## config.mk

```make
export PLATFORM = sky130hd
export DESIGN_NAME = pulsed_reflectance_tape_detector_unit_flat
export DESIGN_NICKNAME = d
export VERILOG_FILES = /design/src/rtl/prtd_pkg.sv /design/src/rtl/prtd_if.sv /design/src/rtl/prtd_chan.sv /design/src/rtl/prtd_core.sv /design/src/rtl/pulsed_reflectance_tape_detector_unit.sv /design/src/flat_wrapper.sv
export SDC_FILE = /design/constraint.sdc
export NUM_CORES = 1
export LEC_CHECK = 0
export BUFFER_PORTS_ARGS = -buffer_cell sky130_fd_sc_hd__buf_2
export CAP_MARGIN = 20
export CORE_UTILIZATION = 30
export DETAILED_ROUTE_END_ITERATION = 8
export SLEW_MARGIN = 40
export SYNTH_ARGS = -nofsm -noshare
export SYNTH_HDL_FRONTEND = slang
export SYNTH_SLANG_ARGS = --single-unit
```

## constraint.sdc

```tcl
create_clock -name clock -period 11.85 [get_ports clock]
set_input_delay 2.37 -clock clock [delete_from_list [all_inputs] [get_ports clock]]
set_output_delay 2.37 -clock clock [all_outputs]
set_load 0.005 [all_outputs]
```

## src/rtl/prtd_pkg.sv

```systemverilog
// Shared types, constants and helpers for the pulsed reflectance tape detector.
package prtd_pkg;

   localparam int THR_W     = 11;
   localparam int CH_COUNT  = 4;
   localparam int PATTERN_W = 13;

   // Bit position of each channel's black flag, far left first
   localparam int PATTERN_POS [CH_COUNT] = '{12, 8, 4, 0};

   localparam logic signed [THR_W-1:0] WHITE_THR_RESET = 11'sd100;
   localparam logic signed [THR_W-1:0] BLACK_THR_RESET = -11'sd100;

   typedef enum logic [0:0] {
      CSR_WHITE_THR = 1'b0,
      CSR_BLACK_THR = 1'b1
   } csr_index_type;

   typedef enum logic [3:0] {
      PH_LIT_WAIT  = 4'b0001,
      PH_LIT_LATCH = 4'b0010,
      PH_DARK_WAIT = 4'b0100,
      PH_COMPUTE   = 4'b1000
   } phase_type;

   typedef struct packed {
      logic signed [THR_W-1:0] white;
      logic signed [THR_W-1:0] black;
   } thr_cfg_type;

   function automatic logic [PATTERN_W-1:0] pack_pattern(input logic [CH_COUNT-1:0] black);
      logic [PATTERN_W-1:0] p;
      p = '0;
      for (int i = 0; i < CH_COUNT; i++) begin
         p[PATTERN_POS[i]] = black[i];
      end
      return p;
   endfunction

endpackage

```

## src/rtl/prtd_if.sv

```systemverilog
// Request and response channel interfaces for the tape detector.
interface prtd_req_if #(
   parameter int ADC_BITS = 10
);
   logic                valid;
   logic                ready;
   logic                adc_ready;
   logic [ADC_BITS-1:0] reading_far_left;
   logic [ADC_BITS-1:0] reading_mid_left;
   logic [ADC_BITS-1:0] reading_mid_right;
   logic [ADC_BITS-1:0] reading_far_right;

   modport source (
      output valid, adc_ready, reading_far_left, reading_mid_left,
             reading_mid_right, reading_far_right,
      input  ready
   );
   modport sink (
      input  valid, adc_ready, reading_far_left, reading_mid_left,
             reading_mid_right, reading_far_right,
      output ready
   );
endinterface

interface prtd_rsp_if;
   logic        valid;
   logic        ready;
   logic        emitter_on;
   logic [12:0] tape_pattern;
   logic        pattern_changed;

   modport source (
      output valid, emitter_on, tape_pattern, pattern_changed,
      input  ready
   );
   modport sink (
      input  valid, emitter_on, tape_pattern, pattern_changed,
      output ready
   );
endinterface

```

## src/rtl/prtd_chan.sv

```systemverilog
// One channel's dark-minus-lit difference and hysteresis comparator.
module prtd_chan #(
   parameter int ADC_BITS = 10
) (
   input  logic [ADC_BITS-1:0] lit_reading,
   input  logic [ADC_BITS-1:0] dark_reading,
   input  prtd_pkg::thr_cfg_type thr,
   input  logic                black_prev,
   output logic                black_next
);
   import prtd_pkg::*;

   localparam int CMP_W = (ADC_BITS + 1 > THR_W) ? ADC_BITS + 1 : THR_W;

   logic signed [CMP_W-1:0] lit_ext;
   logic signed [CMP_W-1:0] dark_ext;
   logic signed [CMP_W-1:0] diff;
   logic signed [CMP_W-1:0] white_ext;
   logic signed [CMP_W-1:0] black_ext;

   assign lit_ext   = CMP_W'({1'b0, lit_reading});
   assign dark_ext  = CMP_W'({1'b0, dark_reading});
   assign diff      = dark_ext - lit_ext;
   assign white_ext = CMP_W'(thr.white);
   assign black_ext = CMP_W'(thr.black);

   // black threshold checked first: it wins when both hold
   always_comb begin
      if (diff < black_ext) begin
         black_next = 1'b1;
      end else if (diff > white_ext) begin
         black_next = 1'b0;
      end else begin
         black_next = black_prev;
      end
   end

endmodule

```

## src/rtl/prtd_core.sv

```systemverilog
// Input register, phase sequencer, per-channel state and result register.
module prtd_core #(
   parameter int ADC_BITS = 10
) (
   input  logic                              clock,
   input  logic                              reset,
   input  logic                              req_valid,
   output logic                              req_ready,
   input  logic                              req_adc_ready,
   input  logic [ADC_BITS-1:0]               req_reading [prtd_pkg::CH_COUNT],
   output logic                              rsp_valid,
   input  logic                              rsp_ready,
   output logic                              rsp_emitter_on,
   output logic [prtd_pkg::PATTERN_W-1:0]    rsp_tape_pattern,
   output logic                              rsp_pattern_changed,
   input  prtd_pkg::thr_cfg_type             thr
);
   import prtd_pkg::*;

   // input register
   logic                in_valid_ff, in_valid_in;
   logic                in_adc_ready_ff;
   logic [ADC_BITS-1:0] in_reading_ff [CH_COUNT];

   // detector state
   phase_type            phase_ff, phase_in;
   logic [ADC_BITS-1:0]  lit_ff [CH_COUNT];
   logic [CH_COUNT-1:0]  black_ff, black_in, black_calc;
   logic [PATTERN_W-1:0] reported_ff, reported_in, pattern_calc;

   // result register
   logic                 rsp_valid_ff, rsp_valid_in;
   logic                 rsp_emitter_ff, rsp_emitter_in;
   logic [PATTERN_W-1:0] rsp_pattern_ff;
   logic                 rsp_changed_ff, rsp_changed_in;

   logic advance;
   logic load_in;
   logic fire;

   assign advance   = !rsp_valid_ff || rsp_ready;
   assign req_ready = !in_valid_ff || advance;
   assign load_in   = req_valid && req_ready;
   assign fire      = in_valid_ff && advance;

   assign in_valid_in  = load_in ? 1'b1 : (fire ? 1'b0 : in_valid_ff);
   assign rsp_valid_in = advance ? in_valid_ff : rsp_valid_ff;

   for (genvar c = 0; c < CH_COUNT; c++) begin : g_chan
      prtd_chan #(.ADC_BITS(ADC_BITS)) u_chan (
         .lit_reading  (lit_ff[c]),
         .dark_reading (in_reading_ff[c]),
         .thr          (thr),
         .black_prev   (black_ff[c]),
         .black_next   (black_calc[c])
      );
   end

   assign pattern_calc = pack_pattern(black_calc);

   always_comb begin
      phase_in       = phase_ff;
      black_in       = black_ff;
      reported_in    = reported_ff;
      rsp_emitter_in = 1'b0;
      rsp_changed_in = 1'b0;
      case (phase_ff)
         PH_LIT_WAIT: begin
            rsp_emitter_in = 1'b1;
            if (in_adc_ready_ff) begin
               phase_in = PH_LIT_LATCH;
            end
         end
         PH_LIT_LATCH: begin
            rsp_emitter_in = 1'b1;
            phase_in       = PH_DARK_WAIT;
         end
         PH_DARK_WAIT: begin
            if (in_adc_ready_ff) begin
               phase_in = PH_COMPUTE;
            end
         end
         PH_COMPUTE: begin
            black_in       = black_calc;
            reported_in    = pattern_calc;
            rsp_changed_in = (pattern_calc != reported_ff);
            phase_in       = PH_LIT_WAIT;
         end
         default: begin
            phase_in = PH_LIT_WAIT;
         end
      endcase
   end

   always_ff @(posedge clock) begin
      if (reset) begin
         in_valid_ff  <= 1'b0;
         rsp_valid_ff <= 1'b0;
         phase_ff     <= PH_LIT_WAIT;
         black_ff     <= '0;
         reported_ff  <= '0;
         for (int c = 0; c < CH_COUNT; c++) begin
            lit_ff[c] <= '0;
         end
      end else begin
         in_valid_ff  <= in_valid_in;
         rsp_valid_ff <= rsp_valid_in;
         if (fire) begin
            phase_ff    <= phase_in;
            black_ff    <= black_in;
            reported_ff <= reported_in;
            if (phase_ff == PH_LIT_LATCH) begin
               for (int c = 0; c < CH_COUNT; c++) begin
                  lit_ff[c] <= in_reading_ff[c];
               end
            end
         end
      end
   end

   always_ff @(posedge clock) begin
      if (load_in) begin
         in_adc_ready_ff <= req_adc_ready;
         for (int c = 0; c < CH_COUNT; c++) begin
            in_reading_ff[c] <= req_reading[c];
         end
      end
      if (fire) begin
         rsp_emitter_ff <= rsp_emitter_in;
         rsp_pattern_ff <= reported_in;
         rsp_changed_ff <= rsp_changed_in;
      end
   end

   assign rsp_valid           = rsp_valid_ff;
   assign rsp_emitter_on      = rsp_emitter_ff;
   assign rsp_tape_pattern    = rsp_pattern_ff;
   assign rsp_pattern_changed = rsp_changed_ff;

`ifndef ASSERT_OFF
   a_rsp_matches_state: assert property (@(posedge clock) disable iff (reset)
      rsp_valid_ff |-> (rsp_pattern_ff == reported_ff))
      else $error("result pattern differs from reported state");

   a_change_only_dark: assert property (@(posedge clock) disable iff (reset)
      (rsp_valid_ff && rsp_changed_ff) |-> !rsp_emitter_ff)
      else $error("pattern change reported outside the compute phase");

   a_compute_wraps: assert property (@(posedge clock) disable iff (reset)
      (fire && phase_ff == PH_COMPUTE) |=> (phase_ff == PH_LIT_WAIT))
      else $error("sequencer did not return to lit wait after compute");

   a_latch_moves_on: assert property (@(posedge clock) disable iff (reset)
      (fire && phase_ff == PH_LIT_LATCH) |=> (phase_ff == PH_DARK_WAIT))
      else $error("sequencer did not leave lit latch");

   a_stall_holds_item: assert property (@(posedge clock) disable iff (reset)
      (in_valid_ff && !advance) |=> (in_valid_ff && $stable(phase_ff)))
      else $error("stalled beat lost or state advanced during stall");
`endif

endmodule

```

## src/rtl/pulsed_reflectance_tape_detector_unit.sv

```systemverilog
// Top level of the pulsed reflectance tape detector: CSR bank and channel wiring.
//
// Usage:
//   req_bus carries one beat per sampling tick: adc_ready and four converter
//   readings. rsp_bus returns exactly one beat per request beat, in order:
//   emitter_on (emitter drive in the tick's phase), tape_pattern (black flags at
//   bits 12, 8, 4, 0, far left to far right) and pattern_changed.
//   The csr_ port writes white threshold (index 0) and black threshold
//   (index 1), 11-bit two's complement; write only while the block is idle.
// Path: a request beat is held in the input register, then moves to the result
//   register that drives rsp_bus; a stall can keep it in the input register.
// Throughput: one beat per cycle while rsp_bus.ready is high; the four
//   channel subtract-and-compare slices sit between the input and result registers.
// Reset: synchronous, active high. Sequencer goes to the emitter-on wait,
//   lit readings, channel flags and the reported pattern clear, thresholds
//   return to +100 / -100, both registers empty.
// Stall: when rsp_bus.ready is low the result register holds its beat and
//   the input register still takes one more beat; req_bus.ready then drops
//   until the result is taken. No beat is dropped or repeated.
module pulsed_reflectance_tape_detector_unit #(
   parameter int ADC_BITS = 10
) (
   input  logic                                 clock,
   input  logic                                 reset,
   prtd_req_if.sink                             req_bus,
   prtd_rsp_if.source                           rsp_bus,
   input  logic                                 csr_write_enable,
   input  prtd_pkg::csr_index_type              csr_index,
   input  logic signed [prtd_pkg::THR_W-1:0]    csr_write_data
);
   import prtd_pkg::*;

   // threshold registers
   thr_cfg_type thr_ff, thr_in;

   // readings in far-left to far-right order
   logic [ADC_BITS-1:0] req_reading [CH_COUNT];

   always_comb begin
      thr_in = thr_ff;
      if (csr_write_enable) begin
         case (csr_index)
            CSR_WHITE_THR: thr_in.white = csr_write_data;
            CSR_BLACK_THR: thr_in.black = csr_write_data;
            default:       thr_in = thr_ff;
         endcase
      end
   end

   always_ff @(posedge clock) begin
      if (reset) begin
         thr_ff.white <= WHITE_THR_RESET;
         thr_ff.black <= BLACK_THR_RESET;
      end else begin
         thr_ff <= thr_in;
      end
   end

   assign req_reading[0] = req_bus.reading_far_left;
   assign req_reading[1] = req_bus.reading_mid_left;
   assign req_reading[2] = req_bus.reading_mid_right;
   assign req_reading[3] = req_bus.reading_far_right;

   prtd_core #(.ADC_BITS(ADC_BITS)) u_core (
      .clock               (clock),
      .reset               (reset),
      .req_valid           (req_bus.valid),
      .req_ready           (req_bus.ready),
      .req_adc_ready       (req_bus.adc_ready),
      .req_reading         (req_reading),
      .rsp_valid           (rsp_bus.valid),
      .rsp_ready           (rsp_bus.ready),
      .rsp_emitter_on      (rsp_bus.emitter_on),
      .rsp_tape_pattern    (rsp_bus.tape_pattern),
      .rsp_pattern_changed (rsp_bus.pattern_changed),
      .thr                 (thr_ff)
   );

endmodule
```

## src/flat_wrapper.sv

```systemverilog
// flat-port wrapper written by rule: the top's interface ports become plain ports
module pulsed_reflectance_tape_detector_unit_flat import prtd_pkg::*;
#(
   parameter int ADC_BITS = 10
)
  (clock, reset, csr_write_enable, csr_index, csr_write_data, req_bus_valid, req_bus_adc_ready, req_bus_reading_far_left, req_bus_reading_mid_left, req_bus_reading_mid_right, req_bus_reading_far_right, req_bus_ready, rsp_bus_valid, rsp_bus_emitter_on, rsp_bus_tape_pattern, rsp_bus_pattern_changed, rsp_bus_ready);
  prtd_req_if #(.ADC_BITS(ADC_BITS)) req_bus_i ();
  prtd_rsp_if rsp_bus_i ();
  input  logic clock;
  input  logic reset;
  input  logic csr_write_enable;
  input  prtd_pkg::csr_index_type csr_index;
  input  logic signed [prtd_pkg::THR_W-1:0] csr_write_data;
  input wire logic [$bits(req_bus_i.valid)-1:0] req_bus_valid;
  input wire logic [$bits(req_bus_i.adc_ready)-1:0] req_bus_adc_ready;
  input wire logic [$bits(req_bus_i.reading_far_left)-1:0] req_bus_reading_far_left;
  input wire logic [$bits(req_bus_i.reading_mid_left)-1:0] req_bus_reading_mid_left;
  input wire logic [$bits(req_bus_i.reading_mid_right)-1:0] req_bus_reading_mid_right;
  input wire logic [$bits(req_bus_i.reading_far_right)-1:0] req_bus_reading_far_right;
  output wire logic [$bits(req_bus_i.ready)-1:0] req_bus_ready;
  output wire logic [$bits(rsp_bus_i.valid)-1:0] rsp_bus_valid;
  output wire logic [$bits(rsp_bus_i.emitter_on)-1:0] rsp_bus_emitter_on;
  output wire logic [$bits(rsp_bus_i.tape_pattern)-1:0] rsp_bus_tape_pattern;
  output wire logic [$bits(rsp_bus_i.pattern_changed)-1:0] rsp_bus_pattern_changed;
  input wire logic [$bits(rsp_bus_i.ready)-1:0] rsp_bus_ready;
  assign req_bus_i.valid = req_bus_valid;
  assign req_bus_i.adc_ready = req_bus_adc_ready;
  assign req_bus_i.reading_far_left = req_bus_reading_far_left;
  assign req_bus_i.reading_mid_left = req_bus_reading_mid_left;
  assign req_bus_i.reading_mid_right = req_bus_reading_mid_right;
  assign req_bus_i.reading_far_right = req_bus_reading_far_right;
  assign req_bus_ready = req_bus_i.ready;
  assign rsp_bus_valid = rsp_bus_i.valid;
  assign rsp_bus_emitter_on = rsp_bus_i.emitter_on;
  assign rsp_bus_tape_pattern = rsp_bus_i.tape_pattern;
  assign rsp_bus_pattern_changed = rsp_bus_i.pattern_changed;
  assign rsp_bus_i.ready = rsp_bus_ready;
  pulsed_reflectance_tape_detector_unit #(.ADC_BITS(ADC_BITS)) u_core (.clock(clock), .reset(reset), .req_bus(req_bus_i), .rsp_bus(rsp_bus_i), .csr_write_enable(csr_write_enable), .csr_index(csr_index), .csr_write_data(csr_write_data));
endmodule
```

==> results by group <==
STA
  • RSZ-0062 raised after global routing: false
  • Final Skew: 0.00869 ns
  • Max Fclk: 191 MHz
  • Total negative slack for setup checks: 0 ns
  • Final slew viol count: 0
  • Worst Tran Pin Value: 0.784 ns
  • Fin crit period: 5.25 ns
  • Slew headroom: 47.1%
  • Final Hold Vio Count: 0
  • Final setup viols: 0
  • Final period utilization: 44.3%

Floorplanning
  • # rows: 61
  • Effective utilization at floorplan: 30.4%
  • Top Ports: 75
  • Die Ht: 170 um
  • Horizontal die dimension: 170 um
  • Die ar.: 28900 um2
  • Core area: 27800 um2

Clocking
  • CTS root buf: clkbuf_16
  • Hold-fix buffers, CTS: 0
  • Maximum clock path buffer count: 2
  • Post-CTS setup repair buffer count: 0
  • Clk Latency, worst-skew pair: 0.43 ns
  • CTS tree: built
  • Worst-path clk slew: 0.07 ns
  • Num CTS Buffers: 17
  • Post_cts resized: 0
  • Htree depth: 4
  • Clk sink count: 141

Hold path
  • HP Class: flip-flop to flip-flop

Worst setup path
  • Critical path endpoint category: output pin
  • Crit start category: input port
  • Crit Path Max Fanout: 4
  • Critical path class: input port to output pin
  • Critical Path AT: 2.88 ns
  • CP required: 9.48 ns

Detailed routing
  • Final ANT Viol Nets: 0
  • Routed length per placed instance: 14.5 um
  • DRC: 0
  • WL final: 18.8 mm
  • Initial DRC Count: 338
  • DRT Pass-1 Iters: 5
  • Vias: 6039
  • DR vias/cell: 4.66

Synth
  • Top-count cell post-synth: ha_1
  • Mapped Nets: 1014
  • Synth Area per Inst: 10.2 um2
  • Register area share after synthesis: 44.7%
  • Flops & latches, synth: 141
  • Top_reg_cell synth: edfxtp_1
  • Cell Area, Synth: 8460 um2
  • Synth area leader: edfxtp_1
  • Post-synth top area share: 34.1%
  • Synth Instances: 828
  • Synth top area cells: edfxtp_1 34%, ha_1 18%, dfxtp_1 11%
  • Synth unique cells: 52
  • Top cells by count, synth: 124 x ha_1, 96 x edfxtp_1, 94 x inv_1
  • EDFF count, synth: 96
  • Async SR Flop Fraction: 0%
  • Synth warnings: 0

Placed design
  • Routability cong.: 0.802
  • Hpwl dp: 13.7 mm
  • I/O Buffers: 74

Global route
  • Vias in the first global route: 5991
  • First-pass GRT wire length: 30.4 mm
  • Overall global routing resource usage: 13.8%
  • Largest net degree at the start of global routing: 42
  • Global route overflow: 0
  • Initial antenna violation count: 0

Final layout
  • Synthesis-to-layout area growth: 16.8%
  • Register area: 3780 um2
  • Multi-input gate area: 4270 um2
  • Layout cells sized above 1: 12.6%
  • Fill cells: 2832
  • Final nets: 1092
  • Diodes inserted: 0

Pwr
  • Sw frac: 29.3%
  • Leakage power: 4.26 nW
  • Combinational power share: 18.5%
  • Power share of the clock group: 41.2%
  • Peak supply drop: 0.0939 mV
  • Cell area power density: 140 nW/um2
  • Cell internal pwr: 0.976 mW
  • Share of power burned in registers: 40.3%
  • Switching pwr: 0.404 mW
  • Total power: 1.38 mW

Run status
  • Status: finished, final reports clean

Run
  • Max_cap viols: 0
[layer usage]
metal  wire (um)  GRT usage, %
met2        8330          22.0
met1        9270          18.0
met3         784          2.98
met4         456          5.95
met5           0             0
[registers in the layout (all words and copies together) (netlist names)]
| signal | count |
|---|---|
| u_core.u_core.black_ff | 4 |
| u_core.u_core.rsp_tape_pattern | 13 |
| u_core.u_core.in_adc_ready_ff | 1 |
| u_core.u_core.lit_ff | 40 |
| u_core.u_core.rsp_emitter_on | 1 |
| u_core.u_core.in_valid_ff | 1 |
| u_core.u_core.in_reading_ff | 40 |
| u_core.u_core.rsp_pattern_changed | 1 |
| u_core.u_core.phase_ff | 4 |
| u_core.u_core.rsp_valid | 1 |
| u_core.u_core.reported_ff | 13 |
| u_core.thr_ff | 22 |
[kinds of logic after synthesis]
logic type	share of synthesized area (%)
XOR/XNOR	3.11
adder cells (fa/ha/maj)	19.3
multiplexers	0.118
buffers and inverters	4.99
flip-flops	44.7
AO/OA/AOI/OAI	13.5
AND/OR/NAND/NOR	14.3
[worst max-delay path: stages]
cell and delay [ns]:
buf_2 0.09, nor2b_1 0.19, nand2_1 0.09, buf_2 0.13
[path summary, 6_finish.rpt]
kind                                                   startpoint                                 to  slack (ns)  cells past startpoint
worst max register to register  u_core.u_core.in_reading_ff[1][0]  u_core.u_core.rsp_pattern_changed        7.27                     20
worst min register to register                  u_core.thr_ff[18]                  u_core.thr_ff[18]        0.46                      2
worst min-delay path                            u_core.thr_ff[18]                  u_core.thr_ff[18]        0.46                      2
worst max-delay path                                rsp_bus_ready                      req_bus_ready        6.60                      4
[power groups by stage]
stage	clock (mW)	combinational, mW	sequential, mW
2_1_floorplan	0	0.184	0.564
6_report	0.569	0.255	0.556
5_1_grt	0.603	0.294	0.558
4_1_cts	0.585	0.255	0.557
3_3_place_gp	0	0.242	0.567
3_5_place_dp	0	0.252	0.567
[cell type report]
cell class	count	share of cell area, %
Tap cell	378	4.79
Multi-Input combinational cell	576	43.2
Inverter	94	3.57
Clock inverter	15	1.97
Timing Repair Buffer	76	3.90
Sequential cell	141	38.3
Clock buffer	17	4.30
[placed cells by master, fill, tap and decap left out, types with 3 or more instances in the layout]
cell         n
a211o_1     10
a211oi_1     5
a21boi_0     4
a21o_1      13
a21oi_1     74
a31oi_1      3
and2_1      46
and3_1       9
and4_1       3
buf_2       74
clkbuf_16   17
dfxtp_1     45
edfxtp_1    96
fa_1         4
ha_1       124
inv_1       94
inv_6        4
inv_8        6
nand2_1     59
nand2b_1     6
nand3_1     22
nand3b_1     3
nand4_1      9
nor2_1      42
nor2b_1     16
nor3_1      10
nor4_1       3
o21a_1       9
o21ai_0     23
o21ai_1      6
o21bai_1     9
o22ai_1      3
o311ai_0     3
o31ai_1      3
xnor2_1     21
xor2_1       9
[per-stage QoR]
step | hold slack [ns] | std cells | setup slack, ns | instance area [um2] | util [%]
6_report | 0.458 | 1297 | 6.60 | 9880 | 35.6
5_1_grt | 0.470 | 1297 | 6.56 | 9880 | 35.6
4_1_cts | 0.457 | 1297 | 6.60 | 9880 | 35.6
3_5_place_dp | 0.446 | 1265 | 6.60 | 9260 | 33.3
3_3_place_gp | 0.442 | 1265 | 6.60 | 9250 | 33.3
2_1_floorplan | 0.435 | 828 | 6.84 | 8460 | -
Note: power is estimated with default switching activity, not from simulation.
